===== src/hdl/htj_pkg.sv =====
// ----------------------------------------------------------------------------
// htj_pkg
// Types, register offsets and helper functions of the timer and joypad port.
// ----------------------------------------------------------------------------
package htj_pkg;

    // operation codes of an input item
    typedef enum logic [1:0] {
        OP_TICK  = 2'd0,
        OP_READ  = 2'd1,
        OP_WRITE = 2'd2
    } t_op;

    // io register offsets
    localparam logic [7:0] OFS_P1   = 8'h00;
    localparam logic [7:0] OFS_DIV  = 8'h04;
    localparam logic [7:0] OFS_TIMA = 8'h05;
    localparam logic [7:0] OFS_TMA  = 8'h06;
    localparam logic [7:0] OFS_TAC  = 8'h07;
    localparam logic [7:0] OFS_IF   = 8'h0F;

    localparam logic [7:0] IF_RESET     = 8'hE0;
    localparam logic [7:0] READ_UNKNOWN = 8'hFF;
    localparam int unsigned IRQ_TIMER_BIT = 2;

    // cycle counter only needs to resolve the largest divide (1024)
    localparam int unsigned CNT_W = 10;

    // joypad select codes (P1 bits 5:4)
    localparam logic [1:0] SEL_ACTION    = 2'b01;
    localparam logic [1:0] SEL_DIRECTION = 2'b10;

    // TAC clock select codes
    localparam logic [1:0] TAC_1024 = 2'd0;
    localparam logic [1:0] TAC_16   = 2'd1;
    localparam logic [1:0] TAC_64   = 2'd2;
    localparam logic [1:0] TAC_256  = 2'd3;

    typedef struct packed {
        t_op        operation;
        logic [7:0] reg_offset;
        logic [7:0] write_data;
        logic [7:0] buttons;
        logic       enter_stop;
    } t_in_item;

    typedef struct packed {
        logic [7:0] read_data;
        logic       timer_irq;
        logic [7:0] irq_flags;
        logic       halted_by_stop;
    } t_out_item;

    // active-low nibble of the selected button group
    function automatic logic [3:0] pad_nibble(input logic [1:0] sel, input logic [7:0] btn);
        logic [3:0] nib;
        nib = 4'hF;
        if (sel == SEL_ACTION) begin
            nib = ~btn[3:0];
        end else if (sel == SEL_DIRECTION) begin
            nib = ~btn[7:4];
        end
        return nib;
    endfunction

    // true when the counter sits on a multiple of the selected divide
    function automatic logic tima_due(input logic [1:0] clk_sel, input logic [CNT_W-1:0] cnt);
        logic due;
        unique case (clk_sel)
            TAC_1024: due = (cnt[9:0] == '0);
            TAC_16:   due = (cnt[3:0] == '0);
            TAC_64:   due = (cnt[5:0] == '0);
            TAC_256:  due = (cnt[7:0] == '0);
            default:  due = 1'b0;
        endcase
        return due;
    endfunction

endpackage


===== src/hdl/htj_if.sv =====
// ----------------------------------------------------------------------------
// htj channel interfaces
// Valid/ready channels for input items and result items.
// ----------------------------------------------------------------------------
interface htj_in_if;
    logic              valid;
    logic              ready;
    htj_pkg::t_in_item data;

    modport source (output valid, output data, input ready);
    modport sink   (input valid, input data, output ready);
endinterface

interface htj_out_if;
    logic               valid;
    logic               ready;
    htj_pkg::t_out_item data;

    modport source (output valid, output data, input ready);
    modport sink   (input valid, input data, output ready);
endinterface


===== src/hdl/handheld_timer_and_joypad_port_core.sv =====
// result: registered, valid in the cycle after the item is accepted
// throughput: one item per cycle; a new item is taken while a result waits,
//   as long as the result register is empty or being emptied in that cycle
// reset: synchronous active-low i_rst_n clears all registers but the result data,
//   IF goes to 0xE0, the block takes items in the first cycle after reset
// ----------------------------------------------------------------------------
// handheld_timer_and_joypad_port_core
// DIV/TIMA timer, interrupt flag and joypad port with a stop latch. Each item
// is a tick, a register read or a register write and yields one result item.
// ----------------------------------------------------------------------------
module handheld_timer_and_joypad_port_core (
    input  logic           i_clk,
    input  logic           i_rst_n,
    htj_in_if.sink         i_in,
    htj_out_if.source      o_out
);

    localparam int unsigned CNT_W   = htj_pkg::CNT_W;
    localparam int unsigned IRQ_BIT = htj_pkg::IRQ_TIMER_BIT;

    logic [CNT_W-1:0]   r_cnt,     n_cnt;
    logic [7:0]         r_div,     n_div;
    logic [7:0]         r_tima,    n_tima;
    logic [7:0]         r_tma,     n_tma;
    logic [7:0]         r_tac,     n_tac;
    logic [7:0]         r_if,      n_if;
    logic [1:0]         r_pad_sel, n_pad_sel;
    logic [3:0]         r_pad_nib, n_pad_nib;
    logic               r_stop,    n_stop;

    logic               r_out_valid;
    htj_pkg::t_out_item r_out,     n_out;

    logic               in_ready;
    logic               in_accept;
    logic               stopped;
    htj_pkg::t_in_item  item;

    assign item      = i_in.data;
    assign in_ready  = !r_out_valid || o_out.ready;
    assign in_accept = i_in.valid && in_ready;

    assign i_in.ready  = in_ready;
    assign o_out.valid = r_out_valid;
    assign o_out.data  = r_out;

    // a pressed button releases the latch before the timers look at it
    assign stopped = r_stop && (item.buttons == 8'h00);

    always_comb begin
        n_cnt     = r_cnt;
        n_div     = r_div;
        n_tima    = r_tima;
        n_tma     = r_tma;
        n_tac     = r_tac;
        n_if      = r_if;
        n_pad_sel = r_pad_sel;
        n_pad_nib = r_pad_nib;
        n_stop    = r_stop;
        n_out.read_data = 8'h00;
        n_out.timer_irq = 1'b0;

        unique case (item.operation)
            htj_pkg::OP_TICK: begin
                n_cnt     = r_cnt + CNT_W'(1);
                n_pad_nib = htj_pkg::pad_nibble(r_pad_sel, item.buttons);
                n_stop    = stopped;
                if (!stopped) begin
                    if (n_cnt[7:0] == 8'h00) begin
                        n_div = r_div + 8'd1;
                    end
                    if (r_tac[2] && htj_pkg::tima_due(r_tac[1:0], n_cnt)) begin
                        if (r_tima == 8'hFF) begin
                            n_tima = r_tma;
                            n_if[htj_pkg::IRQ_TIMER_BIT] = 1'b1;
                            n_out.timer_irq = 1'b1;
                        end else begin
                            n_tima = r_tima + 8'd1;
                        end
                    end
                end
                if (item.enter_stop) begin
                    n_stop = 1'b1;
                end
            end
            htj_pkg::OP_READ: begin
                unique case (item.reg_offset)
                    htj_pkg::OFS_P1:   n_out.read_data = {2'b00, r_pad_sel, r_pad_nib};
                    htj_pkg::OFS_DIV:  n_out.read_data = r_div;
                    htj_pkg::OFS_TIMA: n_out.read_data = r_tima;
                    htj_pkg::OFS_TMA:  n_out.read_data = r_tma;
                    htj_pkg::OFS_TAC:  n_out.read_data = r_tac;
                    htj_pkg::OFS_IF:   n_out.read_data = r_if;
                    default:           n_out.read_data = htj_pkg::READ_UNKNOWN;
                endcase
            end
            htj_pkg::OP_WRITE: begin
                unique case (item.reg_offset)
                    htj_pkg::OFS_P1:   n_pad_sel = item.write_data[5:4];
                    htj_pkg::OFS_DIV:  n_div     = 8'h00;
                    htj_pkg::OFS_TIMA: n_tima    = item.write_data;
                    htj_pkg::OFS_TMA:  n_tma     = item.write_data;
                    htj_pkg::OFS_TAC:  n_tac     = item.write_data;
                    htj_pkg::OFS_IF:   n_if      = item.write_data;
                    default: begin
                    end
                endcase
            end
            default: begin
            end
        endcase

        n_out.irq_flags      = n_if;
        n_out.halted_by_stop = n_stop;
    end

    always_ff @(posedge i_clk) begin
        if (!i_rst_n) begin
            r_cnt       <= '0;
            r_div       <= 8'h00;
            r_tima      <= 8'h00;
            r_tma       <= 8'h00;
            r_tac       <= 8'h00;
            r_if        <= htj_pkg::IF_RESET;
            r_pad_sel   <= 2'b00;
            r_pad_nib   <= 4'h0;
            r_stop      <= 1'b0;
            r_out_valid <= 1'b0;
        end else begin
            if (in_accept) begin
                r_cnt     <= n_cnt;
                r_div     <= n_div;
                r_tima    <= n_tima;
                r_tma     <= n_tma;
                r_tac     <= n_tac;
                r_if      <= n_if;
                r_pad_sel <= n_pad_sel;
                r_pad_nib <= n_pad_nib;
                r_stop    <= n_stop;
            end
            if (in_accept) begin
                r_out_valid <= 1'b1;
            end else if (o_out.ready) begin
                r_out_valid <= 1'b0;
            end
        end
    end

    always_ff @(posedge i_clk) begin
        if (in_accept) begin
            r_out <= n_out;
        end
    end

`ifndef ASSERT_OFF
    // an overflow result always reports the timer flag set
    a_irq_sets_flag: assert property (@(posedge i_clk) disable iff (!i_rst_n)
        o_out.valid && o_out.data.timer_irq |-> o_out.data.irq_flags[IRQ_BIT])
        else $error("timer_irq without IF timer bit");

    // only reads return data
    a_read_data_zero: assert property (@(posedge i_clk) disable iff (!i_rst_n)
        in_accept && (item.operation != htj_pkg::OP_READ) |=> (r_out.read_data == 8'h00))
        else $error("nonzero read_data on a non-read item");

    // only ticks can overflow the timer
    a_irq_only_tick: assert property (@(posedge i_clk) disable iff (!i_rst_n)
        in_accept && (item.operation != htj_pkg::OP_TICK) |=> !r_out.timer_irq)
        else $error("timer_irq on a non-tick item");

    // a latched stop with no button pressed freezes DIV on a tick
    a_stop_freezes_div: assert property (@(posedge i_clk) disable iff (!i_rst_n)
        in_accept && (item.operation == htj_pkg::OP_TICK) && stopped |=> $stable(r_div))
        else $error("DIV moved while stopped");
`endif

endmodule


===== src/flat_wrapper.sv =====
// flat-port wrapper written by rule: the top's interface ports become plain ports
module handheld_timer_and_joypad_port_core_flat 
  (i_clk, i_rst_n, i_in_valid, i_in_data, i_in_ready, o_out_valid, o_out_data, o_out_ready);
  htj_in_if i_in_i ();
  htj_out_if o_out_i ();
  input  logic i_clk;
  input  logic i_rst_n;
  input wire logic [$bits(i_in_i.valid)-1:0] i_in_valid;
  input wire logic [$bits(i_in_i.data)-1:0] i_in_data;
  output wire logic [$bits(i_in_i.ready)-1:0] i_in_ready;
  output wire logic [$bits(o_out_i.valid)-1:0] o_out_valid;
  output wire logic [$bits(o_out_i.data)-1:0] o_out_data;
  input wire logic [$bits(o_out_i.ready)-1:0] o_out_ready;
  assign i_in_i.valid = i_in_valid;
  assign i_in_i.data = i_in_data;
  assign i_in_ready = i_in_i.ready;
  assign o_out_valid = o_out_i.valid;
  assign o_out_data = o_out_i.data;
  assign o_out_i.ready = o_out_ready;
  handheld_timer_and_joypad_port_core u_core (.i_clk(i_clk), .i_rst_n(i_rst_n), .i_in(i_in_i), .o_out(o_out_i));
endmodule

===== config.mk =====
export PLATFORM = sky130hd
export DESIGN_NAME = handheld_timer_and_joypad_port_core_flat
export DESIGN_NICKNAME = d
export VERILOG_FILES = /design/src/hdl/htj_pkg.sv /design/src/hdl/htj_if.sv /design/src/hdl/handheld_timer_and_joypad_port_core.sv /design/src/flat_wrapper.sv
export SDC_FILE = /design/constraint.sdc
export NUM_CORES = 1
export LEC_CHECK = 0
export BUFFER_PORTS_ARGS = -buffer_cell sky130_fd_sc_hd__buf_2
export CORE_ASPECT_RATIO = 1.25
export CORE_MARGIN = 5
export CORE_UTILIZATION = 55
export CTS_CLUSTER_DIAMETER = 50
export CTS_CLUSTER_SIZE = 16
export DETAILED_ROUTE_END_ITERATION = 6
export PLACE_DENSITY = 0.83
export SKIP_CTS_REPAIR_TIMING = 1
export SYNTH_ARGS = -nofsm -noshare
export SYNTH_HDL_FRONTEND = slang
export SYNTH_SLANG_ARGS = --single-unit

===== constraint.sdc =====
create_clock -name i_clk -period 5.35 [get_ports i_clk]
set_clock_uncertainty 0.15 [all_clocks]
set_input_delay 1.07 -clock i_clk [delete_from_list [all_inputs] [get_ports i_clk]]
set_output_delay 1.07 -clock i_clk [all_outputs]
set_load 0.01 [all_outputs]

* Word-level counts from Yosys, hierarchy flattened
Cells that the tools add are included.
** Cells by class
- Bitwise operators :: 4
- Equality and inequality tests :: 18
- Add/subtract/negate cells :: 3
- Reduce and logical (&&, ||, !) cells :: 22
- Mux-type cells :: 27
** Operator list (number)
- 8-bit two-way mux :: 8
- 8-bit case mux with 6 select lines :: 1
- 8-bit by 3-bit == test with 1-bit output, second input constant :: 4
- 8-bit case mux with 2 select lines :: 2
- 8-bit logical NOT :: 3
- 8-bit by 1-bit adder with 8-bit output, second input constant :: 2
- 10-bit by 1-bit adder with 10-bit output, second input constant :: 1
- 10-bit logical NOT :: 1
- 1-bit two-way mux :: 10
- 5-bit AND reduction :: 2
- 3-bit AND reduction :: 3
- 2-bit == test, second input constant :: 4
- 8-bit by 4-bit == test with 1-bit output, second input constant :: 1
- 8-bit == test, second input constant :: 1
- 4-bit two-way mux :: 2
- 4-bit NOT :: 2
- 2-bit by 1-bit == test with 1-bit output, second input constant :: 3
- 6-bit logical NOT :: 1
- 2-bit != test, second input constant :: 3
- 5-bit two-way mux :: 1
- 2-bit logical NOT :: 2
- 4-bit logical NOT :: 1
- 2-bit by 1-bit != test with 1-bit output, second input constant :: 2
- 1-bit case mux with 4 select lines :: 1
- other kinds (9) :: 13
** Storage, ports and cells
- Word-level logic and storage cells :: 88
- Flip-flop bits (word level) :: 76
- Input port bits :: 31
- Output and inout bits :: 20

* Depth between registers and ports, before layout
- Word-level depth :: 9
- Mapped depth :: 8
- Depth with buffers taken out :: 7

* Worst setup path before layout
OpenSTA, ideal clock, no wires.
- Kind :: in2reg
- From :: input i_in_data[22]
- To :: register u_core.r_tima[0]
- Stages on the path :: 7
- Arrival time :: 3033 ps
- Setup time :: 141 ps
- Setup slack :: 2026 ps
- Cell sequence :: or4_4 -> buf_6 -> or3_4 -> o32a_4 -> a2111oi_4 -> a211oi_2 -> mux2i_1
** Between the ends
- Longest elaborated chain between the ends :: 3
** RTL lines
- start: declaration :: line flat_wrapper.sv:9 : input wire logic [$bits(i_in_i.data)-1:0] i_in_data;
- 8-bit by 3-bit == test with 1-bit output :: line handheld_timer_and_joypad_port_core.sv:98 : unique case (item.reg_offset)
- 2-bit != test (no source line)
- 5-bit AND reduction (no source line)
- end signal: assignment :: line handheld_timer_and_joypad_port_core.sv:133 : r_tima <= n_tima;
- end: declaration :: line handheld_timer_and_joypad_port_core.sv:23 : logic [7:0] r_tima, n_tima;
Every way passes these cells.
A chain may end at the register's enable or synchronous reset.

* Final worst setup path
- From :: input i_in_data[26]
- To :: register u_core.r_div[4]
** Between the ends
- Longest elaborated chain between the ends :: 3
** RTL lines
- 2-bit == test or 2-bit logical NOT (tied branches) :: line handheld_timer_and_joypad_port_core.sv:63 : unique case (item.operation)
- 2-bit != test (no source line) (tied with other cells)
- 5-bit AND reduction (no source line)
- end signal: assignment :: line handheld_timer_and_joypad_port_core.sv:132 : r_div <= n_div;
- end: declaration :: line handheld_timer_and_joypad_port_core.sv:22 : logic [7:0] r_div, n_div;
Parallel ways exist; a longest one is shown, timed or not.

==> metrics <==
Slew Limit Fails=0; H-tree levels=3; Post-Synthesis Cells=438; Worst Setup Start Kind=input port; number of clock buffers inserted by TritonCTS=9; Final min period=3.42 ns; GRT Total Usage=0.239; vias in the first global route=3541; Pleak=1.73 nW; first-pass GRT wire length=17500 um; die width=87.8 um; clock root buffer=clkbuf_8; Layout Nets=510; Setup-failing EPs final=0; final setup TNS=0 ns; number of antenna diodes=0; Synth Register Bits=76; post-synthesis sequential area ratio=0.409; Worst-path clk slew=0.09 ns; initial detailed-routing violation count=447; Slowest-stage cell, CP=o41ai_1; Crit Path Max Fanout=17; TritonRoute pass-1 iters=5; GRT Residual Overflow=0; RSZ-0062 raised after global routing=no; ANT nets after route=0; CP peak stage delay=1.05 ns; arrival time worst endpoint=3.54 ns; Routed WL=10800 um; Peak Freq=0.292 GHz; fin worst setup slack=1.93 ns; Worst slew margin=0.269; net count after synthesis=472; # rows=35; Cell Chain, Critical Path=buf_2 -> nor2_1 -> nand3_1 -> o41ai_1 -> nand4_1 -> mux2i_1; nature of the critical path endpoint=register; Post-Layout Inst Area=4660 um^2; detailed-route vias per instance=6.39; io pins=51; yosys warns=0; core area=7400 um^2; Max clock buf depth=2; Top FF cell, synth=dfxtp_1; Routed wire per std cell=18.8 um; Hold WC Path Type=register to register; initial antenna violation count=0; Worst VDD drop=0.174 mV; Distinct cells, synth=60; clk sinks=76; pwr dens=256 nW/um^2; Initial Util=0.562; Post-synth EDFFs=18; Post-synth ARST share=0; Required @ worst endpoint=5.47 ns; Detail Placement HPWL=7730 um; port bufs=50; Syn Area/Cell=9.50 um^2; die height=107 um; area delta synth->final=12.1%; Setup CP Type=input port to register; pre-CTS setup slack=1.58 ns; maxcap violations=0; DRC Markers=0; Die ar.=9420 um^2; layout cell share with drive strength beyond 1=0.198; fin crit share=0.639; largest net degree at the start of global routing=65; vias=3662; Final Wtd Congestion=0.891; Post-Syn Area=4160 um^2; Cell Area, Placed=4430 um^2; Least-Margin Pin Slew=1.08 ns; CTS tree=done; Fin. Hold Viols=0; Worst-Skew Late Latency=0.37 ns; status=complete, no violations
==> cell usage after synthesis, drive strengths merged (7+ instances only) <==
cell / n / area share
dfxtp: 58 / 0.28
nand2: 52 / 0.047
mux2i: 28 / 0.067
nor2b: 28 / 0.042
nand3: 22 / 0.026
a21oi: 20 / 0.024
edfxtp: 18 / 0.13
clkbuf: 17 / 0.015
nor2: 16 / 0.014
and2: 15 / 0.023
mux2: 14 / 0.038
a21boi: 12 / 0.022
xnor2: 10 / 0.021
o21ai: 9 / 0.011
a31oi: 8 / 0.012
nand4: 8 / 0.012
buf: 7 / 0.0090
==> stage by stage <==
step	total power [mW]	cells	hold slack, ns	util
3_5_place_dp	0.695	557	0.348	0.599
5_1_grt	1.24	573	0.399	0.630
2_1_floorplan	0.658	438	0.304	-
3_3_place_gp	0.692	557	0.335	0.599
6_report	1.19	573	0.358	0.630
4_1_cts	1.20	573	0.361	0.630
==> path summary, 6_finish.rpt <==
| path | start | end | slack, ns | cells after the start |
|---|---|---|---|---|
| max reg2reg | u_core.r_cnt[0]$_SDFFE_PN0P_ | u_core.r_div[4]$_SDFFE_PN0P_ | 2.33 | 7 |
| min reg2reg | u_core.r_if[5]$_SDFFE_PN1P_ | u_core.r_if[5]$_SDFFE_PN1P_ | 0.36 | 2 |
| min | u_core.r_if[5]$_SDFFE_PN1P_ | u_core.r_if[5]$_SDFFE_PN1P_ | 0.36 | 2 |
| max | i_in_data[26] | u_core.r_div[4]$_SDFFE_PN0P_ | 1.93 | 6 |
==> cells by family (layout without fill, tap and decap cells) <==
logic type | count (synthesis) | after routing | share of synthesized area
AOI/OAI and AO/OA | 95 | 95 | 0.178
xor gates and xnor gates | 15 | 15 | 0.0316
adders and majority gates | 3 | 3 | 0.00902
buffers and inverters | 28 | 71 | 0.0280
DFF | 76 | 76 | 0.409
muxes | 44 | 44 | 0.116
and+or+nand+nor | 177 | 177 | 0.228
==> layout make-up <==
class                   instances  area, um^2
fillers                       591        2740
multi-input cells             334        2340
well taps                      92         115
flip-flops and latches         76        1700
repair buffers                 51         258
inverters                       4        15.0
clock buffers                  10         138
clock inverters                 6        93.8
==> where the power goes <==
part	leakage [nW]	internal (mW)	total, mW	switching [mW]
clock network	0.113	0.279	0.512	0.233
logic	0.979	0.0293	0.0812	0.0519
registers	0.638	0.597	0.601	0.00437
==> routing by layer <==
layer,wire length [um],track usage
met5,0,0
met4,277,0.0899
met3,833,0.0551
met2,5410,0.403
met1,4240,0.292
==> registers in the layout, indices dropped and copies added, names as in the netlist <==
name and flops:
u_core.r_tac 8, u_core.r_tima 8, u_core.r_pad_sel 2, u_core.r_div 8, u_core.r_if 8, u_core.r_cnt 10
u_core.o_out.valid 1, u_core.r_tma 8, u_core.o_out.data 18, u_core.r_stop 1, u_core.r_pad_nib 4
==> placed cells by master, fill, tap and decap left out, drive strengths merged, types with 9 or more instances in the layout <==
cell type	instances
a21boi	12
a21oi	20
and2	15
buf	51
clkbuf	10
dfxtp	58
edfxtp	18
mux2	14
mux2i	28
nand2	52
nand3	22
nor2	16
nor2b	28
o21ai	9
xnor2	10
==> critical path, delay by kind of cell <==
kind | cells | cell delay (ns)
AOI/OAI and AO/OA | 1 | 1.05
muxes | 1 | 0.16
and+or+nand+nor | 3 | 1.09
buffers and inverters | 1 | 0.14
No activity file was read; power rests on OpenSTA's default activity.
